--- config.mk ---
export PLATFORM = sky130hd
export DESIGN_NAME = sscp_ctrl
export DESIGN_NICKNAME = d
export VERILOG_FILES = /design/src/hw/rtl/sscp_pkg.sv /design/src/hw/rtl/sscp_ctrl.sv
export SDC_FILE = /design/constraint.sdc
export NUM_CORES = 1
export LEC_CHECK = 0
export ABC_AREA = 0
export ABC_CLOCK_PERIOD_IN_PS = 3100
export BUFFER_PORTS_ARGS = -buffer_cell sky130_fd_sc_hd__buf_2
export CAP_MARGIN = 40
export CORE_AREA = 2 2 39 41
export DETAILED_ROUTE_END_ITERATION = 8
export DIE_AREA = 0 0 41 43
export PLACE_DENSITY = 0.73
export SLEW_MARGIN = 20
export SYNTH_ARGS = -nofsm -noshare
export SYNTH_HDL_FRONTEND = slang
export SYNTH_SLANG_ARGS = --single-unit
--- constraint.sdc ---
create_clock -name clock -period 3.1 [get_ports clock]
set_input_delay 0.31 -clock clock [delete_from_list [all_inputs] [get_ports clock]]
set_output_delay 0.31 -clock clock [all_outputs]
set_load 0.1 [all_outputs]
--- src/hw/rtl/sscp_pkg.sv ---
// Shared types and constants for the shadow slice cache policy block.
package sscp_pkg;

   localparam logic [63:0] FNV_BASIS = 64'hcbf29ce484222325;
   localparam logic [63:0] FNV_PRIME = 64'h00000100000001b3;
   localparam logic [15:0] EVICT_AFTER_RESET = 16'd240;
   localparam logic [9:0]  SWEEP_MASK_RESET  = 10'd63;

   localparam logic [1:0] OP_TICK    = 2'd0;
   localparam logic [1:0] OP_QUERY   = 2'd1;
   localparam logic [1:0] OP_CAPTURE = 2'd2;
   localparam logic [1:0] OP_BLIT    = 2'd3;

   localparam logic [1:0] RSN_NONE    = 2'd0;
   localparam logic [1:0] RSN_NEW     = 2'd1;
   localparam logic [1:0] RSN_SIG     = 2'd2;
   localparam logic [1:0] RSN_NOLAYER = 2'd3;

   localparam logic CSR_EVICT_AFTER = 1'b0;
   localparam logic CSR_SWEEP_MASK  = 1'b1;

   typedef struct packed {
      logic [1:0]  op;
      logic [31:0] camera_tag;
      logic        camera_present;
      logic [31:0] pos_x;
      logic [31:0] pos_y;
      logic [31:0] pos_z;
      logic [63:0] static_sig;
   } req_word_type;

   typedef struct packed {
      logic       render_fresh;
      logic [1:0] reason;
      logic       layer_hit;
      logic [5:0] layer;
      logic       units_full;
      logic       layers_full;
   } rsp_word_type;

   typedef enum logic [3:0] {
      ST_IDLE,
      ST_HASH,
      ST_MUL,
      ST_USCAN,
      ST_UDECIDE,
      ST_LSCAN,
      ST_LDECIDE,
      ST_SWEEP,
      ST_RESP
   } state_type;

   // Controller to datapath.
   typedef struct packed {
      logic load;        // latch request word
      logic hash_init;   // seed the hash
      logic hash_xor;    // fold next position word
      logic hash_mul;    // multiply by prime
      logic uscan_start; // reset unit scan
      logic uscan_step;  // examine one unit entry
      logic udecide;     // resolve the query's unit outcome
      logic lscan_start; // reset layer scan
      logic lscan_step;  // examine one layer entry
      logic ldecide;     // resolve layer outcome
      logic tick;        // advance frame count
      logic sweep_step;  // age one unit entry
      logic rsp_load;    // capture result word
   } ctl_cmd_type;

   // Datapath to controller.
   typedef struct packed {
      logic [1:0] op;
      logic       present;
      logic       hash_last;   // third word folded
      logic       mul_done;
      logic       uscan_done;
      logic       uscan_hit_settled; // query ends at unit decision
      logic       lscan_done;
      logic       sweep_due;
      logic       sweep_done;
   } dp_status_type;

endpackage

--- src/hw/rtl/sscp_ctrl.sv ---
// Controller state machine sequencing hashing, scans and sweeps.
module sscp_ctrl (
   input  logic                    clock,
   input  logic                    reset,
   input  logic                    req_valid,
   output logic                    req_stall,
   output logic                    rsp_valid,
   input  logic                    rsp_stall,
   input  sscp_pkg::dp_status_type status,
   output sscp_pkg::ctl_cmd_type   cmd
);
   sscp_pkg::state_type state_ff, state_in;

   always_ff @(posedge clock) begin
      if (reset) begin
         state_ff <= sscp_pkg::ST_IDLE;
      end else begin
         state_ff <= state_in;
      end
   end

   always_comb begin
      state_in = state_ff;
      case (state_ff)
         sscp_pkg::ST_IDLE: begin
            if (req_valid) begin
               state_in = sscp_pkg::ST_HASH;
            end
         end
         sscp_pkg::ST_HASH: begin
            case (status.op)
               sscp_pkg::OP_TICK: state_in = sscp_pkg::ST_SWEEP;
               sscp_pkg::OP_QUERY: begin
                  state_in = status.present ? sscp_pkg::ST_MUL : sscp_pkg::ST_USCAN;
               end
               default: state_in = sscp_pkg::ST_LSCAN;
            endcase
         end
         sscp_pkg::ST_MUL: begin
            if (status.mul_done) begin
               state_in = status.hash_last ? sscp_pkg::ST_USCAN : sscp_pkg::ST_MUL;
            end
         end
         sscp_pkg::ST_USCAN: begin
            if (status.uscan_done) begin
               state_in = sscp_pkg::ST_UDECIDE;
            end
         end
         sscp_pkg::ST_UDECIDE: begin
            state_in = status.uscan_hit_settled ? sscp_pkg::ST_RESP : sscp_pkg::ST_LSCAN;
         end
         sscp_pkg::ST_LSCAN: begin
            if (status.lscan_done) begin
               state_in = sscp_pkg::ST_LDECIDE;
            end
         end
         sscp_pkg::ST_LDECIDE: state_in = sscp_pkg::ST_RESP;
         sscp_pkg::ST_SWEEP: begin
            if (!status.sweep_due || status.sweep_done) begin
               state_in = sscp_pkg::ST_RESP;
            end
         end
         sscp_pkg::ST_RESP: begin
            if (!rsp_stall) begin
               state_in = sscp_pkg::ST_IDLE;
            end
         end
         default: state_in = sscp_pkg::ST_IDLE;
      endcase
   end

   always_comb begin
      cmd = '0;
      req_stall = (state_ff != sscp_pkg::ST_IDLE);
      rsp_valid = (state_ff == sscp_pkg::ST_RESP);
      case (state_ff)
         sscp_pkg::ST_IDLE: cmd.load = req_valid;
         sscp_pkg::ST_HASH: begin
            cmd.hash_init = 1'b1;
            cmd.uscan_start = 1'b1;
            cmd.lscan_start = 1'b1;
            cmd.tick = (status.op == sscp_pkg::OP_TICK);
         end
         sscp_pkg::ST_MUL: begin
            cmd.hash_mul = 1'b1;
            cmd.hash_xor = status.mul_done && !status.hash_last;
         end
         sscp_pkg::ST_USCAN: cmd.uscan_step = 1'b1;
         sscp_pkg::ST_UDECIDE: cmd.udecide = 1'b1;
         sscp_pkg::ST_LSCAN: cmd.lscan_step = 1'b1;
         sscp_pkg::ST_LDECIDE: cmd.ldecide = 1'b1;
         sscp_pkg::ST_SWEEP: cmd.sweep_step = status.sweep_due;
         sscp_pkg::ST_RESP: cmd.rsp_load = 1'b0;
         default: cmd = '0;
      endcase
   end
endmodule

==> flow_summary.json, run 1 <==
{
  "num_vias": 539,
  "dp_cells": 99,
  "first_pass_iters": 4,
  "antenna_found_initial": 0,
  "core_um2": 1380,
  "diodes": 0,
  "slew_viol_final": 0,
  "avgSynthCellArea_um2": 7.92,
  "die_area_um2": 1760,
  "fmax_ghz": 0.450,
  "arrival_ns": 1.91,
  "drive_gt1_frac": 0.453,
  "hold_class": "input pin to flip-flop",
  "crit_fanout": 15,
  "cts_buffer_depth": 2,
  "setup_violations": 0,
  "grt_overflow": 0,
  "cp_top_family": "flip-flops",
  "finalNonFillerCells": 102,
  "relSlewSlack": 0.583,
  "cts_sinks": 4,
  "tightest_slew_ns": 0.625,
  "yosys-top-cells-area": "dfxtp_1, buf_6, nor3b_1",
  "async_reset_ff_frac": 0,
  "yosysTopAreaCell": "dfxtp_1",
  "finalNetCount": 102,
  "die_w_um": 41,
  "grt_max_degree": 17,
  "cts_hold_buf": 0,
  "clock_latency_ns": 0.23,
  "cts_tree": "built",
  "yosysMostFrequentCell": "nor2_1",
  "cts_buffers": 3,
  "viasPerCell": 5.28,
  "critPathLaunchType": "flip-flop",
  "period_needed_ns": 2.22,
  "synth_cells": 63,
  "rsz0062_at_grt": "no",
  "synth_commonest_cells": "nor2_1, dfxtp_1, nor3_1, nor3b_1",
  "status": "finished, final reports clean",
  "r2r-start": "state_ff[1]",
  "synthFlopType": "dfxtp_1",
  "yosysUniqueCellTypes": 34,
  "maxCapViolations": 0,
  "ant_nets": 0,
  "num_rows": 14,
  "finalSetupTns_ns": 0,
  "gp_congestion": 0.753,
  "grt_pass1_vias": 476,
  "skew_ns": 0.000227,
  "finalCritPeriodShare": 0.716,
  "routedWlPerCell_um": 12.0,
  "synth_seq_cells": 4,
  "top_register": "state_ff",
  "n_fill_cell": 144,
  "critPathBufInv": 1,
  "ys_seq_area_frac": 0.160,
  "grtUsageTotal": 0.160,
  "ios": 29,
  "critPathMaxStageDelay_ns": 0.71,
  "clk_pin_slew_ns": 0.03,
  "drc": 0,
  "slowest_stage": "dfxtp_1",
  "syn-cell-area_um2": 499,
  "die_height_um": 43,
  "hpwl_um": 932,
  "top_regs": "state_ff x4",
  "postCtsResizedCells": 0,
  "synth_edf_count": 0,
  "area_growth_pct": 28.8,
  "syn-num-nets": 77,
  "clockRootBuffer": "clkbuf_4",
  "initial_utilization": 0.361,
  "fin_hold_ws_ns": 0.302,
  "grt_pass1_wl_um": 1930,
  "cts-htree-levels": 1,
  "worstSetupEndpointType": "output port",
  "drt-total-wl_um": 1220,
  "setup.worst_path.start": "state_ff[1]",
  "final_core_util": 0.465,
  "hold_viol_final": 0,
  "critical_path_class": "flip-flop to output port",
  "netlist.area_leader.share": 0.160,
  "post_cts_buffers": 0,
  "worstPathRequired_ns": 2.79,
  "hold_path_startpoint": "reset",
  "drt_iter0_drc": 9,
  "ys_warn_count": 0,
  "io_buffer_count": 27,
  "crit_chain": "nand2b_1 > nor3_4 > and3b_1 > buf_2",
  "largest_reg_flops": 4
}
==> metal layers <==
layer	track usage	wire, um	vias to the layer above
met1	0.192	512	245
met2	0.247	617	19
li1	-	-	273
met3	0.0628	81	2
met4	0.0600	10	0
met5	0	0	-
==> placed cells by master, fill, tap and decap left out, drive strengths merged, types with 3 or more instances in the layout <==
cell	count
buf	27
clkbuf	3
dfxtp	4
inv	4
nand2	3
nand2b	3
nor2	5
nor3	4
nor3b	4
o21ai	4
==> worst paths after layout <==
| kind | depth (start not counted) | end | slack (ns) |
|---|---|---|---|
| hold reg to reg | 2 | state_ff[1] | 0.75 |
| setup / recovery | 4 | cmd[10] | 0.88 |
| hold / removal | 2 | state_ff[2] | 0.30 |
| setup reg to reg | 4 | state_ff[2] | 1.39 |
==> stage by stage <==
step | instance area, um^2 | worst slack, ns
finish | 643 | 0.880
global route | 643 | 0.751
CTS | 643 | 0.878
detailed placement | 621 | 1.12
global placement | 621 | 1.12
floorplan | 527 | -0.0430
==> layout make-up <==
type / instances / area, um^2 / area share
flip-flops and latches: 4 / 80.1 / 0.125
well taps: 16 / 20.0 / 0.0311
clock buffers: 3 / 22.5 / 0.0350
inverters: 4 / 15.0 / 0.0233
repair buffers: 27 / 135 / 0.210
multi-input cells: 48 / 370 / 0.576
==> cells by family (layout without fill, tap and decap cells) <==
| kind of cell | Yosys count | after routing | share of synthesized area |
|---|---|---|---|
| and+or+nand+nor | 30 | 30 | 0.398 |
| AOI/OAI and AO/OA | 15 | 15 | 0.241 |
| buffers and inverters | 11 | 34 | 0.153 |
| DFF | 4 | 4 | 0.160 |
| muxes | 2 | 2 | 0.0401 |
| other | 1 | 1 | 0.00751 |
Power of run 1 is not shown: default switching activity piles up to over one toggle a cycle in this logic, so the estimate is an artifact.
==> run 2: changes to the inputs <==
Settings changed: ABC_AREA 0 to 1, ABC_CLOCK_PERIOD_IN_PS 3100 to 2000, PLACE_DENSITY 0.73 to 0.74.
Clock period 3.1 ns to 2 ns, I/O delays scaled along.
==> run 2 against run 1 <==
Effect of this change: die area is the same; clock skew grew 0.0013 ns; utilization is 2.4 points higher; flip-flop and latch count stayed put; routed wire length up 0.82%; sequential share of layout area down 0.60 points; worst hold slack got worse by 0.077 ns; synthesized cell count rose by 46%; register-to-register slack lost 0.70 ns; non-clock buffer count did not move; worst setup slack lost 0.70 ns; first-iteration DRC count increased by 67%; critical path type unchanged; largest cell class unchanged.
==> flow_summary.json, run 2 <==
{
  "status": "finished, final reports clean",
  "yosysUniqueCellTypes": 17,
  "ant_nets": 0,
  "worstPathRequired_ns": 1.80,
  "gp_congestion": 0.847,
  "synth_top_family_by_area": "simple AND/OR/NAND/NOR gates",
  "final_cell_mix": "buf_2, nand2_1, inv_1",
  "drt_iter0_drc": 15,
  "ios": 29,
  "async_reset_ff_frac": 0,
  "diodes": 0,
  "grt_max_degree": 8,
  "setup_violations": 0,
  "synthSimpleGateAreaFrac": 0.601,
  "cts_buffers": 3,
  "die_area_um2": 1760,
  "drive_gt1_frac": 0.387,
  "antenna_found_initial": 0,
  "grt_pass1_wl_um": 2070,
  "finalSetupTns_ns": 0,
  "synth.mux.area_fraction": 0,
  "hpwl_um": 1050,
  "synth_cells": 92,
  "mostFrequentLayoutCell": "buf_2",
  "avgSynthCellArea_um2": 5.21,
  "r2r-start": "state_ff[0]",
  "cts_buffer_depth": 2,
  "viasPerCell": 4.48,
  "rsz0062_at_grt": "no",
  "drc": 0,
  "critPathMaxStageDelay_ns": 0.41,
  "r2r_setup_slack_ns": 0.69,
  "die_height_um": 43,
  "crit_chain": "inv_1 > nor2_2 > nand2_2 > or2_1 > nor2_2 > clkbuf_4",
  "cts-htree-levels": 1,
  "ys_seq_area_frac": 0.167,
  "synth_commonest_cells": "nand2_1, nor2_1, inv_1",
  "initial_utilization": 0.346,
  "syn-cell-area_um2": 479,
  "top_regs": "state_ff x4",
  "slowest_stage": "dfxtp_1",
  "top_register": "state_ff",
  "ys_warn_count": 0,
  "synthFlopType": "dfxtp_1",
  "synth_seq_cells": 4,
  "critPathLaunchType": "flip-flop",
  "critPathBufInv": 2,
  "core_um2": 1380,
  "yosysTopAreaCell": "nand2_1",
  "cts_sinks": 4,
  "worstSetupEndpointType": "output port",
  "grt_overflow": 0,
  "critical_path_class": "flip-flop to output port",
  "largest_reg_flops": 4,
  "crit_fanout": 6,
  "yosys-top-cells-area": "nand2_1, dfxtp_1, nor2_1",
  "routedWlPerCell_um": 9.12,
  "synth_compound_area_frac": 0.0209,
  "slew_viol_final": 0,
  "cp_top_family": "simple AND/OR/NAND/NOR gates",
  "post_cts_buffers": 0,
  "num_vias": 605,
  "skew_ns": 0.00151,
  "io_buffer_count": 27,
  "period_needed_ns": 1.82,
  "path_depth": 6,
  "syn-num-nets": 106,
  "num_rows": 14,
  "finalCritPeriodShare": 0.911,
  "finalNetCount": 135,
  "synth_xor_area_frac": 0,
  "synth_edf_count": 0,
  "cts_tree": "built",
  "crit_path_end": "cmd[2]",
  "clk_pin_slew_ns": 0.04,
  "fmax_ghz": 0.549,
  "first_pass_iters": 4,
  "die_w_um": 41,
  "arrival_ns": 1.62,
  "netlist.area_leader.share": 0.172,
  "drt-total-wl_um": 1230,
  "reg2reg_to": "state_ff[1]",
  "grt_pass1_vias": 533,
  "area_growth_pct": 41.0,
  "hold_viol_final": 0,
  "grtUsageTotal": 0.178,
  "synthAdderAreaFrac": 0,
  "hold_class": "input pin to flip-flop",
  "path_common_cell": "nor2_2",
  "clock_latency_ns": 0.25,
  "worstRegToRegCells": 8,
  "yosysMostFrequentCell": "nand2_1",
  "clockRootBuffer": "clkbuf_4",
  "setup.worst_path.start": "state_ff[0]",
  "maxCapViolations": 0
}
[run 2: changes by cell type after synthesis, sizes merged, moves of 3 or more]
cell,change
nand2b,-3
o21ai,-3
buf,-4
nor3b,-4
nand2,+20
inv,+16
nand3,+9
nor2,+19
[run 2: timing repair]
item,in CTS,in global routing
setup endpoints to repair,0,1
gates resized for setup,0,1
hold buffers,0,0
[run 2: logic make-up (layout without fill, tap and decap cells)]
family	after synthesis	after routing
AOI/OAI and AO/OA	2	2
buffers and inverters	23	50
DFF	4	4
other	1	1
and+or+nand+nor	62	62
[run 2: worst min path at each step]
stage          cells after the start     endpoint  slack [ns]  start
2_1_floorplan                      3  state_ff[3]        0.38  reset
3_3_place_gp                       4  state_ff[3]        0.48  reset
3_5_place_dp                       4  state_ff[3]        0.49  reset
4_1_cts                            4  state_ff[3]        0.23  reset
5_1_grt                            4  state_ff[1]        0.25  reset
6_report                           4  state_ff[3]        0.22  reset
[run 2: through the flow]
step	setup slack (ns)	cells	hold WS, ns	util	instance area, um^2
final	0.179	135	0.225	0.488	676
after global routing	0.0440	135	0.252	0.488	676
after CTS	0.0758	135	0.229	0.486	673
after detailed placement	0.348	132	0.485	0.470	651
after global placement	0.371	132	0.482	0.470	651
after floorplan	-0.0808	92	0.379	-	518
[run 2: worst min-delay path: stages]
cell     delay (ns)
buf_2          0.07
inv_1          0.06
nand2_1        0.07
nor2_1         0.03
[run 2: layout make-up]
| cell class | count | area, um^2 |
|---|---|---|
| multi-input cells | 65 | 340 |
| flip-flops and latches | 4 | 80.1 |
| repair buffers | 27 | 138 |
| fillers | 157 | 708 |
| inverters | 20 | 75.1 |
| well taps | 16 | 20.0 |
| clock buffers | 3 | 22.5 |
[run 2: per-layer routing]
| layer | GRT usage | part of all wire | wire length [um] | vias to the layer above |
|---|---|---|---|---|
| li1 | - | - | - | 325 |
| met1 | 0.196 | 0.42 | 523 | 248 |
| met2 | 0.275 | 0.48 | 586 | 26 |
| met3 | 0.0366 | 0.058 | 72 | 6 |
| met4 | 0.140 | 0.039 | 48 | 0 |
| met5 | 0 | 0 | 0 | - |
Power of run 2 is left out for the same reason.
